File: config.mk
export PLATFORM = sky130hd
export DESIGN_NAME = sprite_quad_batcher_top
export DESIGN_NICKNAME = d
export VERILOG_FILES = /design/src/sv/sqb_pkg.sv /design/src/sv/sqb_div.sv /design/src/sv/sqb_ctrl.sv /design/src/sv/sqb_dp.sv /design/src/sv/sprite_quad_batcher_top.sv
export SDC_FILE = /design/constraint.sdc
export NUM_CORES = 2
export LEC_CHECK = 0
export ABC_CLOCK_PERIOD_IN_PS = 19900
export BUFFER_PORTS_ARGS = -buffer_cell sky130_fd_sc_hd__clkbuf_2
export CAP_MARGIN = 20
export CORE_MARGIN = 2
export CORE_UTILIZATION = 50
export DETAILED_ROUTE_END_ITERATION = 10
export PLACE_DENSITY_LB_ADDON = 0.1
export SYNTH_ARGS = -nofsm -noshare
export SYNTH_HDL_FRONTEND = slang
export SYNTH_SLANG_ARGS = --single-unit
export TNS_END_PERCENT = 50
File: constraint.sdc
create_clock -name clk -period 19.9 [get_ports clk]
set_clock_uncertainty 0.15 [all_clocks]
set_input_delay 3.98 -clock clk [delete_from_list [all_inputs] [get_ports clk]]
set_output_delay 3.98 -clock clk [all_outputs]
set_load 0.05 [all_outputs]
File: src/sv/sqb_pkg.sv
// Shared types, codes and constants for the sprite quad batcher.
`default_nettype none
package sqb_pkg;

  localparam int DEF_MAX_SLOTS   = 32;
  localparam int DEF_MAX_SPRITES = 1024;

  localparam int CFG_IDX_W  = 3;
  localparam int CFG_DATA_W = 32;

  localparam logic [CFG_IDX_W-1:0] REG_SCREEN_WIDTH  = 3'd0;
  localparam logic [CFG_IDX_W-1:0] REG_SCREEN_HEIGHT = 3'd1;
  localparam logic [CFG_IDX_W-1:0] REG_SPRITE_CAP    = 3'd2;
  localparam logic [CFG_IDX_W-1:0] REG_TEXTURE_SLOTS = 3'd3;
  localparam logic [CFG_IDX_W-1:0] REG_WHITE_ID      = 3'd4;

  localparam logic [15:0] RST_SCREEN_WIDTH  = 16'd640;
  localparam logic [15:0] RST_SCREEN_HEIGHT = 16'd480;
  localparam logic [10:0] RST_SPRITE_CAP    = 11'd1024;
  localparam logic [5:0]  RST_TEXTURE_SLOTS = 6'd16;
  localparam logic [31:0] RST_WHITE_ID      = 32'd0;

  localparam logic [31:0] WHITE_COLOR = 32'hFFFF_FFFF;
  localparam logic [1:0]  CORNER_LAST = 2'd3;

  // Q2.14 divider geometry
  localparam int Q_FRAC    = 14;
  localparam int NUM_MAG_W = 18;
  localparam int DEN_W     = 16;
  localparam int QB        = 17;
  localparam int REM_W     = NUM_MAG_W + Q_FRAC + 2;
  localparam logic signed [15:0] Q_MAX = 16'sh7FFF;
  localparam logic signed [15:0] Q_MIN = 16'sh8000;

  typedef enum logic [1:0] {
    MODE_BEGIN  = 2'd0,
    MODE_SPRITE = 2'd1,
    MODE_RECT   = 2'd2,
    MODE_END    = 2'd3
  } mode_t;

  typedef enum logic [1:0] {
    KIND_VERTEX = 2'd0,
    KIND_FLUSH  = 2'd1,
    KIND_ERROR  = 2'd2,
    KIND_BIND   = 2'd3
  } kind_t;

  typedef struct packed {
    logic  load_in;
    logic  prep;
    logic  search_next;
    logic  search_hit;
    logic  append;
    logic  do_flush;
    logic  div_start;
    logic  corner_next;
    logic  sprite_inc;
    logic  emit;
    kind_t emit_kind;
    logic  emit_last;
  } cmd_t;

  typedef struct packed {
    mode_t mode;
    logic  cap_full;
    logic  tab_full;
    logic  hit;
    logic  search_end;
    logic  div_done;
    logic  out_free;
    logic  corner_last;
  } sts_t;

endpackage
`default_nettype wire

File: src/sv/sqb_div.sv
// Serial restoring divider lane: rounded, saturated Q2.14 quotient.
`default_nettype none
module sqb_div (
  input  wire logic                             clk,
  input  wire logic                             rst,
  input  wire logic                             start,
  input  wire logic                             neg_in,
  input  wire logic [sqb_pkg::NUM_MAG_W-1:0]    mag_in,
  input  wire logic [sqb_pkg::DEN_W-1:0]        den_in,
  output logic                                  done,
  output logic signed [15:0]                    quot
);

  localparam int RW = sqb_pkg::REM_W;
  localparam int QW = sqb_pkg::QB;
  localparam int CW = $clog2(QW);

  logic [RW-1:0] num_full;
  logic [RW-1:0] rem;
  logic [RW-1:0] dsh;
  logic [QW-1:0] q;
  logic [CW-1:0] cnt;
  logic          big;
  logic          neg;
  logic          busy;

  // scaled magnitude plus half the divisor gives round-to-nearest
  assign num_full = RW'({mag_in, {sqb_pkg::Q_FRAC{1'b0}}}) + RW'(den_in >> 1);

  always_ff @(posedge clk) begin
    if (rst) begin
      busy <= 1'b0;
    end else if (start) begin
      busy <= 1'b1;
    end else if (busy && cnt == '0) begin
      busy <= 1'b0;
    end
  end

  always_ff @(posedge clk) begin
    if (start) begin
      rem <= num_full;
      dsh <= RW'(den_in) << (QW - 1);
      big <= num_full >= (RW'(den_in) << QW);
      neg <= neg_in;
      q   <= '0;
      cnt <= CW'(QW - 1);
    end else if (busy) begin
      if (rem >= dsh) begin
        rem <= rem - dsh;
        q   <= {q[QW-2:0], 1'b1};
      end else begin
        q   <= {q[QW-2:0], 1'b0};
      end
      dsh <= dsh >> 1;
      cnt <= cnt - CW'(1);
    end
  end

  logic [QW-1:0] q_neg;
  assign q_neg = -q;

  always_comb begin
    if (!neg) begin
      quot = (big || q > 17'd32767) ? sqb_pkg::Q_MAX : $signed(q[15:0]);
    end else begin
      quot = (big || q > 17'd32768) ? sqb_pkg::Q_MIN : $signed(q_neg[15:0]);
    end
  end

  assign done = !busy;

endmodule
`default_nettype wire

File: src/sv/sqb_ctrl.sv
// Controller state machine sequencing flushes, slot search, binds and corners.
`default_nettype none
module sqb_ctrl (
  input  wire logic          clk,
  input  wire logic          rst,
  input  wire logic          in_valid,
  output logic               in_stall,
  input  wire sqb_pkg::sts_t sts,
  output sqb_pkg::cmd_t      cmd
);

  typedef enum logic [11:0] {
    S_IDLE   = 12'b0000_0000_0001,
    S_DECIDE = 12'b0000_0000_0010,
    S_ERR    = 12'b0000_0000_0100,
    S_END    = 12'b0000_0000_1000,
    S_CAPF   = 12'b0000_0001_0000,
    S_SRD    = 12'b0000_0010_0000,
    S_SCMP   = 12'b0000_0100_0000,
    S_SLOTF  = 12'b0000_1000_0000,
    S_BIND   = 12'b0001_0000_0000,
    S_DIV    = 12'b0010_0000_0000,
    S_DRUN   = 12'b0100_0000_0000,
    S_VERT   = 12'b1000_0000_0000
  } state_t;

  state_t state, state_next;
  logic   open, open_next;

  always_ff @(posedge clk) begin
    if (rst) begin
      state <= S_IDLE;
      open  <= 1'b0;
    end else begin
      state <= state_next;
      open  <= open_next;
    end
  end

  assign in_stall = (state != S_IDLE);

  always_comb begin
    cmd        = '0;
    state_next = state;
    open_next  = open;
    unique case (state)
      S_IDLE: begin
        if (in_valid) begin
          cmd.load_in = 1'b1;
          state_next  = S_DECIDE;
        end
      end
      S_DECIDE: begin
        cmd.prep = 1'b1;
        priority if (sts.mode == sqb_pkg::MODE_BEGIN) begin
          open_next  = 1'b1;
          state_next = S_IDLE;
        end else if (!open) begin
          state_next = S_ERR;
        end else if (sts.mode == sqb_pkg::MODE_END) begin
          state_next = S_END;
        end else if (sts.cap_full) begin
          state_next = S_CAPF;
        end else if (sts.mode == sqb_pkg::MODE_SPRITE) begin
          state_next = S_SRD;
        end else begin
          state_next = S_DIV;
        end
      end
      S_ERR: begin
        if (sts.out_free) begin
          cmd.emit      = 1'b1;
          cmd.emit_kind = sqb_pkg::KIND_ERROR;
          cmd.emit_last = 1'b1;
          state_next    = S_IDLE;
        end
      end
      S_END: begin
        if (sts.out_free) begin
          cmd.emit      = 1'b1;
          cmd.emit_kind = sqb_pkg::KIND_FLUSH;
          cmd.emit_last = 1'b1;
          cmd.do_flush  = 1'b1;
          open_next     = 1'b0;
          state_next    = S_IDLE;
        end
      end
      S_CAPF: begin
        if (sts.out_free) begin
          cmd.emit      = 1'b1;
          cmd.emit_kind = sqb_pkg::KIND_FLUSH;
          cmd.do_flush  = 1'b1;
          state_next    = (sts.mode == sqb_pkg::MODE_SPRITE) ? S_SRD : S_DIV;
        end
      end
      S_SRD: begin
        state_next = S_SCMP;
      end
      S_SCMP: begin
        priority if (sts.hit) begin
          cmd.search_hit = 1'b1;
          state_next     = S_DIV;
        end else if (sts.search_end) begin
          state_next = sts.tab_full ? S_SLOTF : S_BIND;
        end else begin
          cmd.search_next = 1'b1;
          state_next      = S_SRD;
        end
      end
      S_SLOTF: begin
        if (sts.out_free) begin
          cmd.emit      = 1'b1;
          cmd.emit_kind = sqb_pkg::KIND_FLUSH;
          cmd.do_flush  = 1'b1;
          state_next    = S_BIND;
        end
      end
      S_BIND: begin
        if (sts.out_free) begin
          cmd.emit      = 1'b1;
          cmd.emit_kind = sqb_pkg::KIND_BIND;
          cmd.append    = 1'b1;
          state_next    = S_DIV;
        end
      end
      S_DIV: begin
        cmd.div_start = 1'b1;
        state_next    = S_DRUN;
      end
      S_DRUN: begin
        if (sts.div_done) begin
          state_next = S_VERT;
        end
      end
      S_VERT: begin
        if (sts.out_free) begin
          cmd.emit      = 1'b1;
          cmd.emit_kind = sqb_pkg::KIND_VERTEX;
          if (sts.corner_last) begin
            cmd.emit_last  = 1'b1;
            cmd.sprite_inc = 1'b1;
            state_next     = S_IDLE;
          end else begin
            cmd.corner_next = 1'b1;
            state_next      = S_DIV;
          end
        end
      end
      default: begin
        state_next = S_IDLE;
      end
    endcase
  end

  a_emit_free: assert property (@(posedge clk) disable iff (rst)
    cmd.emit |-> sts.out_free)
    else $error("result emitted while output register busy");

  a_div_idle: assert property (@(posedge clk) disable iff (rst)
    cmd.div_start |-> sts.div_done)
    else $error("divider restarted while running");

  a_last_idle: assert property (@(posedge clk) disable iff (rst)
    (cmd.emit && cmd.emit_last) |=> !in_stall)
    else $error("not ready after final result");

endmodule
`default_nettype wire

File: src/sv/sqb_dp.sv
// Datapath: configuration, slot table, counters, divider lanes, output register.
`default_nettype none
module sqb_dp #(
  parameter int MAX_SLOTS   = sqb_pkg::DEF_MAX_SLOTS,
  parameter int MAX_SPRITES = sqb_pkg::DEF_MAX_SPRITES
) (
  input  wire logic                              clk,
  input  wire logic                              rst,
  input  wire sqb_pkg::cmd_t                     cmd,
  output sqb_pkg::sts_t                          sts,
  input  wire logic                              cfg_we,
  input  wire logic [sqb_pkg::CFG_IDX_W-1:0]     cfg_index,
  input  wire logic [sqb_pkg::CFG_DATA_W-1:0]    cfg_data,
  input  wire logic [1:0]                        mode,
  input  wire logic [31:0]                       texture_id,
  input  wire logic [31:0]                       tex_size,
  input  wire logic signed [15:0]                src_x,
  input  wire logic signed [15:0]                src_y,
  input  wire logic signed [15:0]                src_w,
  input  wire logic signed [15:0]                src_h,
  input  wire logic signed [15:0]                dst_x,
  input  wire logic signed [15:0]                dst_y,
  input  wire logic signed [15:0]                dst_w,
  input  wire logic signed [15:0]                dst_h,
  input  wire logic [31:0]                       fill_color,
  input  wire logic                              out_stall,
  output logic                                   out_valid,
  output logic [1:0]                             kind,
  output logic [10:0]                            sprite_number,
  output logic [1:0]                             corner,
  output logic signed [15:0]                     pos_x,
  output logic signed [15:0]                     pos_y,
  output logic signed [15:0]                     tex_u,
  output logic signed [15:0]                     tex_v,
  output logic [31:0]                            vertex_color,
  output logic [4:0]                             slot_index,
  output logic [31:0]                            bound_texture_id,
  output logic [5:0]                             flushed_slots,
  output logic                                   last
);

  localparam int IW   = $clog2(MAX_SLOTS);
  localparam int SUW  = $clog2(MAX_SLOTS + 1);
  localparam int SQW  = $clog2(MAX_SPRITES + 1);
  localparam int CAPW = (SQW > 11) ? SQW : 11;
  localparam int NSW  = (SUW > 6) ? SUW : 6;
  localparam int MW   = sqb_pkg::NUM_MAG_W;

  function automatic logic signed [19:0] sx20(input logic signed [15:0] v);
    return {{4{v[15]}}, v};
  endfunction

  function automatic logic [MW-1:0] mag_of(input logic signed [19:0] v);
    logic signed [19:0] a;
    a = v[19] ? -v : v;
    return a[MW-1:0];
  endfunction

  // configuration registers
  logic [15:0] screen_width, screen_height;
  logic [10:0] sprite_capacity;
  logic [5:0]  texture_slots;
  logic [31:0] white_texture_id;

  always_ff @(posedge clk) begin
    if (rst) begin
      screen_width     <= sqb_pkg::RST_SCREEN_WIDTH;
      screen_height    <= sqb_pkg::RST_SCREEN_HEIGHT;
      sprite_capacity  <= sqb_pkg::RST_SPRITE_CAP;
      texture_slots    <= sqb_pkg::RST_TEXTURE_SLOTS;
      white_texture_id <= sqb_pkg::RST_WHITE_ID;
    end else if (cfg_we) begin
      case (cfg_index)
        sqb_pkg::REG_SCREEN_WIDTH:  screen_width     <= cfg_data[15:0];
        sqb_pkg::REG_SCREEN_HEIGHT: screen_height    <= cfg_data[15:0];
        sqb_pkg::REG_SPRITE_CAP:    sprite_capacity  <= cfg_data[10:0];
        sqb_pkg::REG_TEXTURE_SLOTS: texture_slots    <= cfg_data[5:0];
        sqb_pkg::REG_WHITE_ID:      white_texture_id <= cfg_data;
        default: ;
      endcase
    end
  end

  // latched transaction
  sqb_pkg::mode_t     mode_r;
  logic [31:0]        tid_r, tsize_r, fill_r;
  logic signed [15:0] sx_r, sy_r, sw_r, sh_r, dx_r, dy_r, dw_r, dh_r;

  always_ff @(posedge clk) begin
    if (cmd.load_in) begin
      mode_r  <= sqb_pkg::mode_t'(mode);
      tid_r   <= texture_id;
      tsize_r <= tex_size;
      fill_r  <= fill_color;
      sx_r    <= src_x;
      sy_r    <= src_y;
      sw_r    <= src_w;
      sh_r    <= src_h;
      dx_r    <= dst_x;
      dy_r    <= dst_y;
      dw_r    <= dst_w;
      dh_r    <= dst_h;
    end
  end

  // batch state
  logic [SUW-1:0] slots_used;
  logic [SQW-1:0] sprites_queued;
  logic [IW-1:0]  idx, slot;
  logic [1:0]     crn;

  always_ff @(posedge clk) begin
    if (rst) begin
      slots_used     <= SUW'(1);
      sprites_queued <= '0;
    end else begin
      if (cmd.do_flush) begin
        slots_used     <= SUW'(1);
        sprites_queued <= '0;
      end else begin
        if (cmd.append) slots_used <= slots_used + SUW'(1);
        if (cmd.sprite_inc) sprites_queued <= sprites_queued + SQW'(1);
      end
    end
  end

  always_ff @(posedge clk) begin
    if (cmd.prep) begin
      idx  <= '0;
      slot <= '0;
      crn  <= '0;
    end else begin
      if (cmd.search_next) idx <= idx + IW'(1);
      if (cmd.search_hit) slot <= idx;
      if (cmd.append) slot <= slots_used[IW-1:0];
      if (cmd.corner_next) crn <= crn + 2'd1;
    end
  end

  // slot table
  logic [31:0] slot_table [MAX_SLOTS];
  logic [31:0] rd_data;

  always_ff @(posedge clk) begin
    if (cmd.append) slot_table[slots_used[IW-1:0]] <= tid_r;
    rd_data <= slot_table[idx];
  end

  // limits, clamped to the hardware sizes
  logic [CAPW-1:0] cap_raw, cap;
  logic [NSW-1:0]  nsl_raw, nsl;
  logic [31:0]     entry;

  always_comb begin
    cap_raw = CAPW'(sprite_capacity);
    if (cap_raw == '0) cap = CAPW'(1);
    else if (cap_raw > CAPW'(MAX_SPRITES)) cap = CAPW'(MAX_SPRITES);
    else cap = cap_raw;
    nsl_raw = NSW'(texture_slots);
    if (nsl_raw < NSW'(2)) nsl = NSW'(2);
    else if (nsl_raw > NSW'(MAX_SLOTS)) nsl = NSW'(MAX_SLOTS);
    else nsl = nsl_raw;
  end

  assign entry = (idx == '0) ? white_texture_id : rd_data;

  // numerators for the current corner
  logic [15:0]        hw, hh, texw, texh;
  logic               right, bottom;
  logic signed [19:0] px, py, tx, ty, xn, yn, un, vn;
  logic signed [15:0] qx, qy, qu, qv;
  logic [3:0]         lane_done;

  always_comb begin
    hw     = (screen_width[15:1] == '0) ? 16'd1 : {1'b0, screen_width[15:1]};
    hh     = (screen_height[15:1] == '0) ? 16'd1 : {1'b0, screen_height[15:1]};
    texw   = (tsize_r[31:16] == '0) ? 16'd1 : tsize_r[31:16];
    texh   = (tsize_r[15:0] == '0) ? 16'd1 : tsize_r[15:0];
    right  = (crn == 2'd1) || (crn == 2'd2);
    bottom = crn[1];
    px = sx20(dx_r) + (right ? sx20(dw_r) : 20'sd0);
    py = sx20(dy_r) + (bottom ? sx20(dh_r) : 20'sd0);
    tx = sx20(sx_r) + (right ? sx20(sw_r) : 20'sd0);
    ty = sx20(sy_r) + (bottom ? sx20(sh_r) : 20'sd0);
    xn = px - $signed({4'b0, hw});
    yn = $signed({4'b0, hh}) - py;
    un = tx;
    vn = $signed({4'b0, texh}) - ty;
  end

  sqb_div u_div_x (.clk, .rst, .start(cmd.div_start), .neg_in(xn[19]), .mag_in(mag_of(xn)),
    .den_in(hw), .done(lane_done[0]), .quot(qx));
  sqb_div u_div_y (.clk, .rst, .start(cmd.div_start), .neg_in(yn[19]), .mag_in(mag_of(yn)),
    .den_in(hh), .done(lane_done[1]), .quot(qy));
  sqb_div u_div_u (.clk, .rst, .start(cmd.div_start), .neg_in(un[19]), .mag_in(mag_of(un)),
    .den_in(texw), .done(lane_done[2]), .quot(qu));
  sqb_div u_div_v (.clk, .rst, .start(cmd.div_start), .neg_in(vn[19]), .mag_in(mag_of(vn)),
    .den_in(texh), .done(lane_done[3]), .quot(qv));

  // output register
  always_ff @(posedge clk) begin
    if (rst) begin
      out_valid <= 1'b0;
    end else if (cmd.emit) begin
      out_valid <= 1'b1;
    end else if (!out_stall) begin
      out_valid <= 1'b0;
    end
  end

  always_ff @(posedge clk) begin
    if (cmd.emit) begin
      kind             <= cmd.emit_kind;
      last             <= cmd.emit_last;
      sprite_number    <= '0;
      corner           <= '0;
      pos_x            <= '0;
      pos_y            <= '0;
      tex_u            <= '0;
      tex_v            <= '0;
      vertex_color     <= '0;
      slot_index       <= '0;
      bound_texture_id <= '0;
      flushed_slots    <= '0;
      unique case (cmd.emit_kind)
        sqb_pkg::KIND_VERTEX: begin
          sprite_number <= 11'(sprites_queued);
          corner        <= crn;
          pos_x         <= qx;
          pos_y         <= qy;
          slot_index    <= 5'(slot);
          if (mode_r == sqb_pkg::MODE_SPRITE) begin
            tex_u        <= qu;
            tex_v        <= qv;
            vertex_color <= sqb_pkg::WHITE_COLOR;
          end else begin
            vertex_color <= fill_r;
          end
        end
        sqb_pkg::KIND_FLUSH: begin
          sprite_number <= 11'(sprites_queued);
          flushed_slots <= 6'(slots_used);
        end
        sqb_pkg::KIND_BIND: begin
          slot_index       <= 5'(slots_used);
          bound_texture_id <= tid_r;
        end
        sqb_pkg::KIND_ERROR: ;
      endcase
    end
  end

  always_comb begin
    sts.mode        = mode_r;
    sts.cap_full    = CAPW'(sprites_queued) >= cap;
    sts.tab_full    = NSW'(slots_used) >= nsl;
    sts.hit         = (entry == tid_r);
    sts.search_end  = (SUW'(idx) + SUW'(1)) >= slots_used;
    sts.div_done    = &lane_done;
    sts.out_free    = !out_valid || !out_stall;
    sts.corner_last = (crn == sqb_pkg::CORNER_LAST);
  end

  a_slots_nonzero: assert property (@(posedge clk) disable iff (rst)
    slots_used != '0)
    else $error("slot count dropped to zero");

  a_queue_bound: assert property (@(posedge clk) disable iff (rst)
    CAPW'(sprites_queued) <= CAPW'(MAX_SPRITES))
    else $error("sprite count beyond capacity");

  a_append_room: assert property (@(posedge clk) disable iff (rst)
    cmd.append |-> (NSW'(slots_used) < nsl))
    else $error("slot appended to a full table");

endmodule
`default_nettype wire

File: src/sv/sprite_quad_batcher_top.sv
// Top level of the sprite quad batcher: controller plus datapath.
//
//  channel   direction  handshake            payload
//  in        input      in_valid / in_stall  mode, texture_id, tex_size, src_*, dst_*, fill_color
//  out       output     out_valid / out_stall kind, sprite_number, corner, pos_*, tex_*, ...
//  cfg       input      cfg_we               cfg_index, cfg_data
//
// A draw is accepted, decoded and, for a sprite, searched in the texture table
// (registered read, one read and one compare per slot searched), then emits four
// corners, each a divider start, 17 serial divider steps and a wait for done,
// then an emit. Begin is only accepted and decoded; end and error also emit
// their result. Flush and bind results each add a state that emits them.
// Reset (rst, synchronous) clears the batch, closes drawing and loads the
// register defaults; the slot table holds no reset value.
// A stalled output holds its result; the block waits and accepts the next
// transaction as soon as the final result sits in the output register.
`default_nettype none
module sprite_quad_batcher_top #(
  parameter int MAX_SLOTS   = sqb_pkg::DEF_MAX_SLOTS,
  parameter int MAX_SPRITES = sqb_pkg::DEF_MAX_SPRITES
) (
  input  wire logic                           clk,
  input  wire logic                           rst,
  input  wire logic                           cfg_we,
  input  wire logic [sqb_pkg::CFG_IDX_W-1:0]  cfg_index,
  input  wire logic [sqb_pkg::CFG_DATA_W-1:0] cfg_data,
  input  wire logic                           in_valid,
  output logic                                in_stall,
  input  wire logic [1:0]                     mode,
  input  wire logic [31:0]                    texture_id,
  input  wire logic [31:0]                    tex_size,
  input  wire logic signed [15:0]             src_x,
  input  wire logic signed [15:0]             src_y,
  input  wire logic signed [15:0]             src_w,
  input  wire logic signed [15:0]             src_h,
  input  wire logic signed [15:0]             dst_x,
  input  wire logic signed [15:0]             dst_y,
  input  wire logic signed [15:0]             dst_w,
  input  wire logic signed [15:0]             dst_h,
  input  wire logic [31:0]                    fill_color,
  output logic                                out_valid,
  input  wire logic                           out_stall,
  output logic [1:0]                          kind,
  output logic [10:0]                         sprite_number,
  output logic [1:0]                          corner,
  output logic signed [15:0]                  pos_x,
  output logic signed [15:0]                  pos_y,
  output logic signed [15:0]                  tex_u,
  output logic signed [15:0]                  tex_v,
  output logic [31:0]                         vertex_color,
  output logic [4:0]                          slot_index,
  output logic [31:0]                         bound_texture_id,
  output logic [5:0]                          flushed_slots,
  output logic                                last
);

  sqb_pkg::cmd_t cmd;
  sqb_pkg::sts_t sts;

  // sequence each transaction
  sqb_ctrl u_ctrl (
    .clk, .rst, .in_valid, .in_stall, .sts, .cmd
  );

  // hold registers, search the table, divide, drive results
  sqb_dp #(
    .MAX_SLOTS  (MAX_SLOTS),
    .MAX_SPRITES(MAX_SPRITES)
  ) u_dp (
    .clk, .rst, .cmd, .sts,
    .cfg_we, .cfg_index, .cfg_data,
    .mode, .texture_id, .tex_size,
    .src_x, .src_y, .src_w, .src_h,
    .dst_x, .dst_y, .dst_w, .dst_h,
    .fill_color, .out_stall, .out_valid,
    .kind, .sprite_number, .corner, .pos_x, .pos_y, .tex_u, .tex_v,
    .vertex_color, .slot_index, .bound_texture_id, .flushed_slots, .last
  );

endmodule
`default_nettype wire
Word level (Yosys, flattened, before mapping)
Memory sizes are Yosys's and may differ from the RTL's. A register that Yosys moved wholly into a read port is not among the register bits.
Cells that the tools add are included.
{ "word_totals": {"ff_bits": 869, "ramBits": 1024, "in_bits": 266, "out_inout_bits": 157, "mem_count": 1} }
{ "classes": {"addsub": 32, "n_lt_le_gt_ge": 22, "n_eq_ne": 35, "mux": 110, "reduce_logical": 65} }
{ "mem_list": {"columns": ["name", "words", "width", "read_ports", "rd_ports_with_merged_regs", "write_ports", "line", "text"], "rows": [
  ["u_dp.slot_table", 32, 32, 1, 1, 1, "sqb_dp.sv:141", "logic [31:0] slot_table [MAX_SLOTS];"]
]} }
{ "op_table": {"columns": ["operator", "count"], "rows": [
  ["34-bit 2-to-1 mux", 12],
  ["32-bit 2-to-1 mux", 10],
  ["16-bit 2-to-1 mux", 14],
  ["12-bit 2-to-1 mux", 13],
  ["34-bit by 32-bit greater-or-equal comparator with 1-bit output", 4],
  ["34-bit by 32-bit subtractor with 34-bit output", 4],
  ["32-bit by 15-bit adder with 33-bit output", 4],
  ["33-bit greater-or-equal comparator", 4],
  ["12-bit one-hot mux with 11 select lines", 1],
  ["16-bit by 20-bit adder with 20-bit output", 4],
  ["20-bit 2-to-1 mux", 4],
  ["18-bit 2-to-1 mux", 4],
  ["18-bit negator", 4],
  ["17-bit by 15-bit > comparator with 1-bit output, second input constant", 4],
  ["17-bit by 16-bit > comparator with 1-bit output, second input constant", 4],
  ["16-bit negator", 4],
  ["32-bit == test", 1],
  ["16-bit logical NOT", 2],
  ["15-bit logical NOT", 2],
  ["1-bit 2-to-1 mux", 30],
  ["15-bit 2-to-1 mux", 2],
  ["2-bit nonzero test", 14],
  ["5-bit logical NOT", 5],
  ["11-bit 2-to-1 mux", 2],
  ["other kinds (57)", 112]
]} }

Depth between registers and ports, before layout
{ "logic_depth": {"depth_word": 9, "mapped_depth": 34} }

By module
From an unflattened synthesis, not the netlist that was laid out.
{ "hier_totals": {"cells_unflattened": 7094, "area_unflattened_um2": 92075.8} }
{ "modules_own_cells": {"columns": ["mod", "instances", "cells_per_inst", "area_each_um2", "seq_area_each_um2"], "rows": [
  ["sqb_dp", 1, 3752, 64184.1, 45013.2],
  ["sqb_div (u_dp.u_div_u ...)", 3, 787, 6617.6, 2342.2],
  ["sqb_div (u_dp.u_div_v)", 1, 835, 6975.4, 2342.2],
  ["sqb_ctrl", 1, 146, 1063.5, 260.2]
]} }

Worst setup path before layout
No wires, ideal clock.
{ "synth_path": {"kind": "input to register", "start": "in in_valid", "end": "reg u_dp.dh_r[0], enable pin", "setup_ns": 0.817, "arrival_ns": 13.320, "slack_ns": 5.612, "path_stages": 2, "path_buffers": 0, "cell_sequence": "inv_1 > nor2_1"} }
{ "synth_lines": {"columns": ["item", "line", "text"], "rows": [
  ["from (decl)", "sprite_quad_batcher_top.sv:27", "input wire logic in_valid,"],
  ["to (signal assigned)", "sqb_dp.sv:102", "dh_r <= dst_h;"],
  ["to (decl)", "sqb_dp.sv:87", "logic signed [15:0] sx_r, sy_r, sw_r, sh_r, dx_r, dy_r, dw_r, dh_r;"]
]} }

Final worst setup path
{ "layout_path": {"start": "reg u_dp.tsize_r[1]", "end": "reg u_dp.u_div_v.big, data pin"} }
{ "layout_via": {"elab_chain_len": 7} }
{ "layout_lines": {"columns": ["item", "line", "text"], "rows": [
  ["from (decl)", "sqb_dp.sv:86", "logic [31:0] tid_r, tsize_r, fill_r;"],
  ["from (signal assigned)", "sqb_dp.sv:93", "tsize_r <= tex_size;"],
  ["16-bit logical NOT", "sqb_dp.sv:178", "texh = (tsize_r[15:0] == '0) ? 16'd1 : tsize_r[15:0];"],
  ["16-bit 2-to-1 mux *", "sqb_dp.sv:178", null],
  ["17-bit by 20-bit subtractor with 20-bit output", "sqb_dp.sv:188", "vn = $signed({4'b0, texh}) - ty;"],
  ["18-bit negator", "sqb_dp.sv:55", "a = v[19] ? -v : v;"],
  ["18-bit 2-to-1 mux", "sqb_dp.sv:55", null],
  ["32-bit by 15-bit adder with 33-bit output", "sqb_div.sv:28", "assign num_full = RW'({mag_in, {sqb_pkg::Q_FRAC{1'b0}}}) + RW'(den_in >> 1);"],
  ["33-bit greater-or-equal comparator *", "sqb_div.sv:44", "big <= num_full >= (RW'(den_in) << QW);"],
  ["to (signal assigned)", "sqb_div.sv:44", null],
  ["to (decl)", "sqb_div.sv:23", "logic big;"]
]} }
Every way passes the cells marked *; elsewhere a longest branch is shown, timed or not.
A chain may end at the register's enable or synchronous reset.

==> report_table.html <==
<table>
<tr><th>Metric</th><th>Value</th></tr>
<tr><th colspan="2">Die</th></tr>
<tr><td>Num rows</td><td>155</td></tr>
<tr><td>Area of the core</td><td>179000 um^2</td></tr>
<tr><td>DIE WIDTH</td><td>roughly 430 um</td></tr>
<tr><td>Die Span Y</td><td>428 um</td></tr>
<tr><td>Top-Level Pins</td><td>423</td></tr>
<tr><td>Floorplan die area</td><td>183000 um^2</td></tr>
<tr><td>Starting density of the core</td><td>0.503</td></tr>
<tr><th colspan="2">Critical path</th></tr>
<tr><td>Number of stages on the worst setup path</td><td>30</td></tr>
<tr><td>Crit path buffers/inverters</td><td>1</td></tr>
<tr><td>Worst Setup End Kind</td><td>flip-flop</td></tr>
<tr><td>Worst Setup EP</td><td>u_dp.u_div_v.big</td></tr>
<tr><td>Critical Path Slowest Stage Cell</td><td>sky130_fd_sc_hd__clkinv_1</td></tr>
<tr><td>Gate family responsible for the most delay along the worst path</td><td>compound AO/OA/AOI/OAI gates</td></tr>
<tr><td>Nature of the critical path startpoint</td><td>flip-flop</td></tr>
<tr><td>Launch point of the worst reg-to-reg path</td><td>u_dp.tsize_r[1]</td></tr>
<tr><td>Depth of the worst register-to-register path</td><td>30</td></tr>
<tr><td>Worst endpoint data arrival time</td><td>8.14 ns</td></tr>
<tr><td>Timing startpoint of the critical path</td><td>u_dp.tsize_r[1]</td></tr>
<tr><td>Slowest Stage Delay on Critical Path</td><td>0.61 ns</td></tr>
<tr><td>Reg2Reg Capture Point</td><td>u_dp.u_div_v.big</td></tr>
<tr><td>Required time of the critical path</td><td>20.33 ns</td></tr>
<tr><td>Highest net fanout along the worst path</td><td>18</td></tr>
<tr><td>Register-to-register setup slack</td><td>around 12 ns</td></tr>
<tr><td>Type of the setup path with the least slack</td><td>flip-flop to flip-flop</td></tr>
<tr><th colspan="2">Layout</th></tr>
<tr><td>Most frequent cells in the layout</td><td>sky130_fd_sc_hd__edfxtp_1 (1611), sky130_fd_sc_hd__nand2_1 (509), sky130_fd_sc_hd__nor2_1 (428)</td></tr>
<tr><td>NumNets Final</td><td>7730</td></tr>
<tr><td>Fraction of final layout cells with drive strength greater than 1</td><td>0.177</td></tr>
<tr><td>Most common cell after layout, fill and taps aside</td><td>sky130_fd_sc_hd__edfxtp_1</td></tr>
<tr><td>FILL cells</td><td>roughly 14000</td></tr>
<tr><td>Synthesis-to-finish area growth</td><td>13.2%</td></tr>
<tr><th colspan="2">Yosys</th></tr>
<tr><td>Count of flip-flops with a built-in enable after synthesis</td><td>1611</td></tr>
<tr><td>Count of mapped cells out of synthesis</td><td>6681</td></tr>
<tr><td>Number of distinct library cells after synthesis</td><td>86</td></tr>
<tr><td>Syn_area_per_cell</td><td>13.5 um^2</td></tr>
<tr><td>Sequential share of the synthesized area</td><td>0.607</td></tr>
<tr><td>Async SR Flop Fraction</td><td>0</td></tr>
<tr><td>Netlist area before placement</td><td>89900 um^2</td></tr>
<tr><td>#FFs+latches synth</td><td>between 1500 and 2000</td></tr>
<tr><td>Commonest register cell after synthesis</td><td>sky130_fd_sc_hd__edfxtp_1</td></tr>
<tr><td>Warnings, synthesis</td><td>0</td></tr>
<tr><th colspan="2">STA</th></tr>
<tr><td>Max transition margin</td><td>0.297</td></tr>
<tr><td>Count of final setup violators</td><td>0</td></tr>
<tr><td>Final Hold Viols</td><td>0</td></tr>
<tr><td>Max Clk Rate</td><td>130 MHz</td></tr>
<tr><td>Final setup TNS</td><td>0 ns</td></tr>
<tr><td>Smallest setup slack after layout</td><td>between 10 and 15 ns</td></tr>
<tr><td>Transition at the pin with the smallest max-transition slack</td><td>1.05 ns</td></tr>
<tr><td>Fin crit period</td><td>just under 8 ns</td></tr>
<tr><td>Final Max Slew Viols</td><td>0</td></tr>
<tr><td>Setup repair after global routing missed its margin</td><td>no</td></tr>
<tr><td>Ratio of final minimum period to clock period</td><td>0.388</td></tr>
<tr><th colspan="2">Pwr</th></tr>
<tr><td>Pwr Density</td><td>93.3 nW/um^2</td></tr>
<tr><td>Leak</td><td>36.4 nW</td></tr>
<tr><td>Worst supply voltage drop on vdd</td><td>0.000112 V</td></tr>
<tr><td>Sum of internal, switching and leakage power</td><td>9.49 mW</td></tr>
<tr><th colspan="2">Route</th></tr>
<tr><td>DR vias</td><td>55800</td></tr>
<tr><td>Post-DR vias/cell</td><td>5.79</td></tr>
<tr><td>DRT Wirelength</td><td>237 mm</td></tr>
<tr><td>DRC</td><td>0</td></tr>
<tr><td>1st-iter DRT viols</td><td>4678</td></tr>
<tr><td>Number of iterations in the first detailed-routing pass</td><td>6</td></tr>
<tr><td>Post-detailed-route wirelength per cell</td><td>24.6 um</td></tr>
<tr><td>Remaining antenna violation count after routing</td><td>0</td></tr>
<tr><th colspan="2">Global route</th></tr>
<tr><td>Largest net degree at the start of global routing</td><td>147</td></tr>
<tr><td>Total global routing overflow</td><td>0</td></tr>
<tr><td>Initial antenna violation count</td><td>15</td></tr>
<tr><td>First-pass GRT wire length</td><td>354 mm</td></tr>
<tr><td>Via count of the first global-routing pass</td><td>55400</td></tr>
<tr><td>Gr usage total</td><td>0.256</td></tr>
<tr><th colspan="2">Job</th></tr>
<tr><td>Max cap viols</td><td>0</td></tr>
<tr><th colspan="2">Outcome</th></tr>
<tr><td>Status</td><td>finished, final reports clean</td></tr>
<tr><th colspan="2">Place</th></tr>
<tr><td>Number of buffer cells added on primary ports</td><td>422</td></tr>
<tr><td>Global placement routability congestion</td><td>0.891</td></tr>
<tr><td>Post-DP HPWL</td><td>159 mm</td></tr>
<tr><td>Pre-CTS worst setup slack</td><td>roughly 12 ns</td></tr>
<tr><th colspan="2">Clock network</th></tr>
<tr><td>Clock slew at reported path FFs</td><td>0.07 ns</td></tr>
<tr><td>Clock latency reported for the late side of the worst-skew pair</td><td>0.88 ns</td></tr>
<tr><td>Num CTS Buffers</td><td>between 150 and 200</td></tr>
<tr><td>Count of cells resized by post-cts repair</td><td>0</td></tr>
<tr><td>Number of sinks driven by the clock tree</td><td>1921</td></tr>
<tr><td># Post-CTS Setup Buffers</td><td>0</td></tr>
<tr><td>Buffer levels on the longest clock path</td><td>3</td></tr>
<tr><td>TritonCTS clock tree</td><td>done</td></tr>
<tr><td>Clock root cell</td><td>sky130_fd_sc_hd__clkbuf_16</td></tr>
<tr><td>Hold buffer count at cts</td><td>0</td></tr>
<tr><td>Maximum level of the CTS H-tree</td><td>4</td></tr>
<tr><th colspan="2">Min path</th></tr>
<tr><td>Class of the tightest hold or removal check</td><td>flip-flop to flip-flop</td></tr>
</table>
## worst min path at each step
stage | from | to | slack [ns] | depth (start not counted)
2_1_floorplan | u_dp.screen_width[1] | u_dp.screen_width[1] | 0.28 | 2
3_3_place_gp | u_dp.screen_width[1] | u_dp.screen_width[1] | 0.29 | 2
3_5_place_dp | u_dp.white_texture_id[7] | u_dp.white_texture_id[7] | 0.30 | 2
4_1_cts | u_dp.white_texture_id[7] | u_dp.white_texture_id[7] | 0.31 | 2
5_1_grt | u_dp.white_texture_id[11] | u_dp.white_texture_id[11] | 0.34 | 2
6_report | u_dp.white_texture_id[7] | u_dp.white_texture_id[7] | 0.31 | 2
## stage by stage
stage	hold WS [ns]	instance area (um^2)	std cells	utilization
after detailed placement	0.298	94900	9251	0.532
after global routing	0.336	102000	9639	0.570
after global placement	0.293	94900	9249	0.532
after CTS	0.306	102000	9625	0.569
after floorplan	0.281	89900	6682	-
final	0.309	102000	9640	0.570
## cells by family (layout without fill, tap and decap cells)
group / count (synthesis) / in the layout / share of synthesized area
compound gates: 1155 / 1155 / 0.0822
fa+ha+maj: 366 / 366 / 0.0553
simple gates: 1686 / 1686 / 0.0900
buf+inv: 696 / 1286 / 0.0292
flops: 1921 / 1921 / 0.607
other cells: 1 / 15 / 0.0000417
xor+xnor: 319 / 319 / 0.0312
mux: 537 / 537 / 0.105
## layout make-up
class / count / area, um^2 / area share
Multi-Input combinational cell: 4065 / 33000 / 0.324
Clock inverter: 108 / 1240 / 0.0122
Clock buffer: 266 / 5480 / 0.0539
Timing Repair Buffer: 539 / 3020 / 0.0296
Inverter: 373 / 1410 / 0.0138
Tap cell: 2355 / 2950 / 0.0290
Antenna cell: 13 / 32.5 / 0.000320
Sequential cell: 1921 / 54600 / 0.537
## per-layer routing
metal | wire [um] | part of all wire | vias up | GRT usage
li1 | - | - | 25900 | -
met1 | 98400 | 0.42 | 28100 | 0.337
met2 | 120000 | 0.51 | 1460 | 0.441
met3 | 11100 | 0.047 | 338 | 0.0327
met4 | 7540 | 0.032 | 0 | 0.0870
met5 | 0 | 0 | - | 0
## sequential cells by signal, summed over array words and instances (netlist names), 34 cells and up
signal and cells:
u_dp.u_div_v.rem 34, u_dp.u_div_y.rem 34, u_dp.slot_table 1024, u_dp.u_div_x.rem 34, u_dp.u_div_u.rem 34
## cells in the mapped netlist (13+ instances only)
master	instances	area share
sky130_fd_sc_hd__a211o_1	19	0.0019
sky130_fd_sc_hd__a211oi_1	36	0.0030
sky130_fd_sc_hd__a21boi_0	35	0.0029
sky130_fd_sc_hd__a21o_1	129	0.011
sky130_fd_sc_hd__a21oi_1	308	0.017
sky130_fd_sc_hd__a221oi_1	16	0.0016
sky130_fd_sc_hd__a22oi_1	13	0.0011
sky130_fd_sc_hd__a31oi_1	59	0.0041
sky130_fd_sc_hd__and2_1	98	0.0068
sky130_fd_sc_hd__and3_1	30	0.0021
sky130_fd_sc_hd__buf_1	32	0.0013
sky130_fd_sc_hd__clkbuf_1	283	0.012
sky130_fd_sc_hd__dfxtp_1	310	0.069
sky130_fd_sc_hd__edfxtp_1	1611	0.54
sky130_fd_sc_hd__fa_1	52	0.012
sky130_fd_sc_hd__ha_1	314	0.044
sky130_fd_sc_hd__inv_1	371	0.015
sky130_fd_sc_hd__mux2_2	40	0.0050
sky130_fd_sc_hd__mux2i_1	177	0.020
sky130_fd_sc_hd__mux4_2	320	0.080
sky130_fd_sc_hd__nand2_1	509	0.021
sky130_fd_sc_hd__nand2b_1	65	0.0045
sky130_fd_sc_hd__nand3_1	80	0.0045
sky130_fd_sc_hd__nand4_1	65	0.0045
sky130_fd_sc_hd__nand4b_1	18	0.0018
sky130_fd_sc_hd__nor2_1	463	0.019
sky130_fd_sc_hd__nor2b_1	68	0.0047
sky130_fd_sc_hd__nor3_1	77	0.0043
sky130_fd_sc_hd__nor4_1	48	0.0033
sky130_fd_sc_hd__o211ai_1	35	0.0029
sky130_fd_sc_hd__o21a_1	63	0.0053
sky130_fd_sc_hd__o21ai_0	251	0.014
sky130_fd_sc_hd__o21bai_1	23	0.0019
sky130_fd_sc_hd__o31ai_1	57	0.0048
sky130_fd_sc_hd__or2_2	21	0.0015
sky130_fd_sc_hd__or3_1	80	0.0056
sky130_fd_sc_hd__xnor2_1	200	0.019
sky130_fd_sc_hd__xor2_1	118	0.011
## worst min-delay path: cells and delay by family (launching register included)
| kind | cells | cell delay (ns) |
|---|---|---|
| and+or+nand+nor | 1 | 0.05 |
| DFF | 1 | 0.31 |
| AOI/OAI and AO/OA | 1 | 0.06 |
## where the power goes
group	switching, mW	internal, mW	leakage [nW]
sequential	0.0333	4.43	17.3
combinational	0.774	0.478	15.9
clock	1.63	2.15	3.24
Power figures use the tool's default switching activity.
